==> config.mk <==
export PLATFORM = sky130hd
export DESIGN_NAME = rpba_ctrl
export DESIGN_NICKNAME = d
export VERILOG_FILES = /design/src/rpba_pkg.sv /design/src/rpba_ctrl.sv
export SDC_FILE = /design/constraint.sdc
export NUM_CORES = 1
export LEC_CHECK = 0
export ABC_CLOCK_PERIOD_IN_PS = 2100
export BUFFER_PORTS_ARGS = -buffer_cell sky130_fd_sc_hd__buf_2
export CORE_MARGIN = 1
export CORE_UTILIZATION = 25
export CTS_CLUSTER_DIAMETER = 50
export CTS_CLUSTER_SIZE = 28
export DETAILED_ROUTE_END_ITERATION = 12
export GPL_TIMING_DRIVEN = 0
export PLACE_DENSITY = 0.57
export SLEW_MARGIN = 10
export SYNTH_ARGS = -nofsm -noshare
export SYNTH_HDL_FRONTEND = slang
export SYNTH_SLANG_ARGS = --single-unit
==> constraint.sdc <==
create_clock -name clock -period 2.1 [get_ports clock]
set_clock_uncertainty 0.1 [all_clocks]
set_input_delay 0.21 -clock clock [delete_from_list [all_inputs] [get_ports clock]]
set_output_delay 0.21 -clock clock [all_outputs]
set_load 0.01 [all_outputs]
==> src/rpba_pkg.sv <==
// ----------------------------------------------------------------------------
// rpba_pkg
// Shared types, widths and codes of the radial profile box average block.
// ----------------------------------------------------------------------------
`timescale 1ns / 1ps

package rpba_pkg;

   // table geometry
   localparam int TABLE_DEPTH     = 1024;
   localparam int MAX_HALF_WINDOW = 255;
   localparam int IDX_W   = $clog2(TABLE_DEPTH);
   localparam int SIZE_W  = $clog2(TABLE_DEPTH + 1);
   localparam int HW_W    = $clog2(MAX_HALF_WINDOW + 1);
   localparam int CNT_W   = $clog2(2 * MAX_HALF_WINDOW + 1);
   localparam int EXT_W   = ((IDX_W > HW_W) ? IDX_W : HW_W) + 2;

   // field widths
   localparam int VAL_W   = 16;
   localparam int RAD_W   = 18;
   localparam int INV_W   = 20;
   localparam int PROD_W  = RAD_W + INV_W;
   localparam int FRAC_W  = 24;
   localparam int Q_W     = PROD_W - FRAC_W;
   localparam int SUM_W   = VAL_W + CNT_W;
   localparam int STEP_W  = $clog2(SUM_W + 1);
   localparam int CSR_IDX_W  = 3;
   localparam int CSR_DATA_W = 20;
   localparam int HWC_W   = 8;
   localparam int SZC_W   = 11;

   // register indexes
   localparam logic [CSR_IDX_W-1:0] CSR_OUTER_RADIUS       = 3'd0;
   localparam logic [CSR_IDX_W-1:0] CSR_INV_SPACING_BRIGHT = 3'd1;
   localparam logic [CSR_IDX_W-1:0] CSR_INV_SPACING_TRANS  = 3'd2;
   localparam logic [CSR_IDX_W-1:0] CSR_HALF_WINDOW_BRIGHT = 3'd3;
   localparam logic [CSR_IDX_W-1:0] CSR_HALF_WINDOW_TRANS  = 3'd4;
   localparam logic [CSR_IDX_W-1:0] CSR_USED_SIZE_BRIGHT   = 3'd5;
   localparam logic [CSR_IDX_W-1:0] CSR_USED_SIZE_TRANS    = 3'd6;

   // action codes
   localparam logic ACT_WRITE = 1'b0;
   localparam logic ACT_QUERY = 1'b1;
   localparam logic SEL_BRIGHT = 1'b0;

   typedef struct packed {
      logic              action;
      logic              table_sel;
      logic [9:0]        entry_index;
      logic [VAL_W-1:0]  entry_value;
      logic [RAD_W-1:0]  radius;
   } req_type;

   typedef struct packed {
      logic [VAL_W-1:0]  average;
      logic              in_range;
   } rsp_type;

   typedef enum logic [3:0] {
      S_IDLE,
      S_SUB,
      S_MUL,
      S_IDX,
      S_CHK,
      S_READ,
      S_DRAIN,
      S_DIVLD,
      S_DIV,
      S_DONE
   } state_type;

   // controller to datapath
   typedef struct packed {
      logic accept;
      logic sub_en;
      logic mul_en;
      logic idx_en;
      logic rd_en;
      logic div_ld;
      logic div_en;
      logic rsp_ld;
   } cmd_type;

   // datapath to controller
   typedef struct packed {
      logic idx_ok;
      logic rd_last;
      logic div_last;
      logic rsp_free;
   } status_type;

endpackage

==> src/rpba_ctrl.sv <==
// ----------------------------------------------------------------------------
// rpba_ctrl
// Sequencer: index math, window read sweep, divide and result handoff.
// ----------------------------------------------------------------------------
`timescale 1ns / 1ps

module rpba_ctrl
   import rpba_pkg::*;
(
   input  logic       clock,
   input  logic       reset,
   input  logic       req_valid,
   input  logic       req_query,
   output logic       req_stall,
   input  status_type status,
   output cmd_type    cmd
);

   state_type state_ff, state_in;

   // state register
   always_ff @(posedge clock) begin
      if (reset) begin
         state_ff <= S_IDLE;
      end else begin
         state_ff <= state_in;
      end
   end

   // next state and commands
   always_comb begin
      state_in  = state_ff;
      cmd       = '0;
      req_stall = 1'b1;
      unique case (state_ff)
         S_IDLE: begin
            req_stall = 1'b0;
            if (req_valid) begin
               cmd.accept = 1'b1;
               if (req_query == ACT_QUERY) begin
                  state_in = S_SUB;
               end
            end
         end
         S_SUB: begin
            cmd.sub_en = 1'b1;
            state_in   = S_MUL;
         end
         S_MUL: begin
            cmd.mul_en = 1'b1;
            state_in   = S_IDX;
         end
         S_IDX: begin
            cmd.idx_en = 1'b1;
            state_in   = S_CHK;
         end
         S_CHK: begin
            state_in = status.idx_ok ? S_READ : S_DONE;
         end
         S_READ: begin
            cmd.rd_en = 1'b1;
            if (status.rd_last) begin
               state_in = S_DRAIN;
            end
         end
         S_DRAIN: begin
            state_in = S_DIVLD;
         end
         S_DIVLD: begin
            cmd.div_ld = 1'b1;
            state_in   = S_DIV;
         end
         S_DIV: begin
            cmd.div_en = 1'b1;
            if (status.div_last) begin
               state_in = S_DONE;
            end
         end
         S_DONE: begin
            if (status.rsp_free) begin
               cmd.rsp_ld = 1'b1;
               state_in   = S_IDLE;
            end
         end
         default: begin
            state_in = S_IDLE;
         end
      endcase
   end

endmodule

# Word-level counts from Yosys, hierarchy flattened
# Cells that the tools add are included.
# totals
regBits,4
in_bits,8
output_inout_bits,9
word_cells,35
# op_classes
n_eq_ne,14
mux,18
reduce_logical,2
# ops
op,n
$pmux 4 s10,1
$mux 4,6
$eq 4x3->1 const B,4
$mux 1,11
$ne 2x2->1 const B,5
$eq 4x2->1 const B,2
$eq 4x4->1 const B,2
$reduce_and 5->1,1
$eq 4x1->1 const B,1
$logic_not 4->1,1

# Longest topological paths before layout
# logic_depth
ltp_word,3
mapped_depth,5
mapped_depth_nobuf,4

# Worst setup path before layout
# No wires, ideal clock.
# synth_path
kind,register -> register
start,register state_ff[0]
end,register state_ff[3]
setup_time_ns,0.141
arrival_ns,1.226
required_ns,1.859
slack_ns,0.633
stages_incl_launch_ff,5
n_path_buf,0
synth_period_minus_slack_ns,1.467
path_cell_list,dfxtp_1 -> or4b_4 -> a2bb2oi_2 -> a21oi_1 -> a311oi_2
# synth_between
elab_chain_len,3
word_cells_on_any_way,17
classes_between,eq/ne (14); mux (1); reduce/logical (2)
# synth_lines
element,line_no,rtl
"start, declared",rpba_ctrl.sv:19,"state_type state_ff, state_in;"
"start signal, assigned",rpba_ctrl.sv:26,state_ff <= state_in;
"$eq 4x3->1, or another cell as far along",rpba_ctrl.sv:35,unique case (state_ff)
$ne 2x2->1 (no source line),--,
$reduce_and 5->1 (no source line),--,
# Several ways; a longest one is shown, not always the timed one.
# A chain may end at the register's enable or synchronous reset.

==> impl_metrics.yaml <==
layout:
  layout.filler_cells: 135
  finish.net_count: 71
  fraction_of_final_layout_cells_sized_beyond_drive_strength_1_pct: 42.6
  max_ffs_per_register: 4
  layout.cells.non_filler: 75
  largest-register: "state_ff"
  layout_common_cells: "buf_2 (19), dfxtp_1 (4)"
  sequential_cell_area_um2: 80.1
  multi_input_area_um2: 224
  layout_top_registers: "state_ff: 4 flops"
  antenna_cells: 0
  syn2layout_area_growth_pct: 35.6
  layout.cells.most_common: "buf_2"
  design_area_um2: 458
timing:
  drv_slew: 0
  portion_of_the_clock_cycle_consumed_by_the_worst_path_in_the_final_layout_pct: 85.1
  report.final.setup_viol: 0
  postLayoutSetupSlackWorst_ns: 0.313
  timing.fmax_ghz: 0.560
  headroom_to_the_max_slew_limit_pct: 65.4
  grt_setup_unrepaired: "false"
  worst-slew-pin-transition_ns: 0.514
  tns_setup_ns: 0
  fin_crit_ns: 1.79
  hold_violations: 0
route:
  wl_per_cell_um: 11.0
  number_of_remaining_drc_errors: 0
  vias_cell: 4.99
  drt_first_pass_iters: 4
  initialDrtViolationCount: 2
  totalWireLength_um: 824
  drt.antenna.violating_nets: 0
  routed-via-count: 374
cts:
  cts-resized-gates: 0
  cts_root_buffer: "clkbuf_4"
  cts_tree: "done"
  clk_pin_slew_worst_paths_ns: 0.04
  post-cts-setup-buffer-count: 0
  max-clock-path-buffers: 2
  numCtsBuffers: 3
  insertion_delay_ns: 0.24
  htreeDepth: 1
  clock_sinks: 4
  post_cts_hold_buffer_count: 0
floorplan:
  core_region_area_um2: 1190
  pin_count: 17
  floorplan.die.height_um: 38.8
  design.die.area_um2: 1500
  initial_utilization_pct: 28.5
  placement_rows: 12
  floorplan.die.width_um: 38.8
outcome:
  status: "completed"
critical_path:
  crit_path_start_kind: "flip-flop"
  crit_arrival_ns: 1.48
  setup.worst_path.class: "flip-flop to output pin"
  critical_path.max_fanout: 10
  cp_data_required_time_ns: 1.79
  critical_path_end_type: "output pin"
global_routing:
  grt_pass1_vias: 314
  gr-total-overflow: 0
  largest_net_degree_at_the_start_of_global_routing: 11
  global_route_wire_length_before_repair_mm: 1.26
  groute.usage.overall_pct: 13.0
  antenna_violations_before_repair: 0
logic_synthesis:
  synth_nets: 50
  synth-seq-cells: 4
  synthCells: 42
  postSynthAreaPerCell_um2: 8.04
  synthesis.yosys.warnings: 0
  mappedNetlistArea_um2: 338
  synth_seq_area_share_pct: 23.7
  yosys.cell_types.count: 26
min_path:
  min_path_type: "primary input to flip-flop"
placement:
  portBuffers: 16
  placed_cell_area_um2: 435
  dp_hpwl_um: 614
  dp_worst_setup_slack_ns: 0.507
  finalWeightedCongestion: 0.782
  dp_cells: 72
power:
  vdd_ir_drop_max_mv: 0.396
  power.total_uw: 604
  cellPowerDensity_nw_per_um2: 1320
  cellLeakagePower_uw: 0.000219
flow_run:
  max_cap_viol_count: 0
-- stage by stage --
stage / hold slack, ns / util (%)
finish: 0.0930 / 38.6
CTS: 0.0826 / 38.6
floorplan: 0.178 / -
detailed placement: 0.333 / 36.7
global placement: 0.332 / 36.7
global route: 0.0897 / 38.6
-- synthesized netlist by cell type --
cell / count / share of area (%)
and4b_1: 1 / 3.0
nand2_1: 2 / 2.2
nor2b_1: 1 / 1.9
o21ai_1: 1 / 1.5
buf_2: 3 / 4.4
and2_1: 1 / 1.9
inv_1: 2 / 2.2
o21ai_0: 1 / 1.5
xnor2_1: 1 / 2.6
and4_1: 1 / 2.6
a311oi_1: 1 / 2.6
dfxtp_1: 4 / 24
nor4b_1: 1 / 2.6
a311oi_2: 1 / 4.4
or2_1: 1 / 1.9
nor3_1: 3 / 4.4
or3_1: 1 / 1.9
a2bb2oi_2: 1 / 4.4
nor4_1: 2 / 3.7
or4b_4: 1 / 4.1
nand2b_1: 2 / 3.7
buf_6: 1 / 3.3
a21oi_1: 3 / 4.4
nor3b_1: 3 / 6.7
nor2_1: 2 / 2.2
nand3b_1: 1 / 2.2
-- power breakdown --
part / total [uW] / switching (uW) / internal (uW) / leakage, uW
Sequential: 120 / 18.9 / 101 / 0.0000327
Clock: 98.6 / 34.4 / 64.1 / 0.0000138
Combinational: 385 / 207 / 178 / 0.000173
-- metal layers --
layer | GRT usage, % | share of wire, % | routed length, um
met1 | 14.8 | 47 | 384
met2 | 20.0 | 45 | 372
met3 | 1.73 | 6.2 | 51
met4 | 12.9 | 1.9 | 16
met5 | 0 | 0 | 0
-- worst max-delay path, stage by stage, from the launching register on --
cell,delay (ns)
dfxtp_1,0.33
buf_6,0.14
nor4_1,0.45
and2_1,0.19
buf_2,0.12
-- worst paths after layout --
check,start,end,slack (ns),cells after the start
max reg2reg,state_ff[1],state_ff[3],0.49,5
min,reset,state_ff[3],0.09,2
max,state_ff[1],cmd[7],0.31,4
min reg2reg,state_ff[1],state_ff[2],0.56,2
-- cell type report --
class                   count  area share [%]
multi-input cells          32            48.9
inverters                   2            1.64
clock buffers               3            4.92
well taps                  14            3.83
plain buffers               4            5.74
flip-flops and latches      4            17.5
repair buffers             16            17.5
-- kinds of logic (layout without fill, tap and decap cells) --
family / after synthesis / count (layout) / synth area share [%]
and+or+nand+nor: 23 / 23 / 44.8
AOI/OAI and AO/OA: 8 / 8 / 18.9
DFF: 4 / 4 / 23.7
xor gates and xnor gates: 1 / 1 / 2.59
buffers and inverters: 6 / 25 / 10.0
Power figures use the tool's default switching activity.
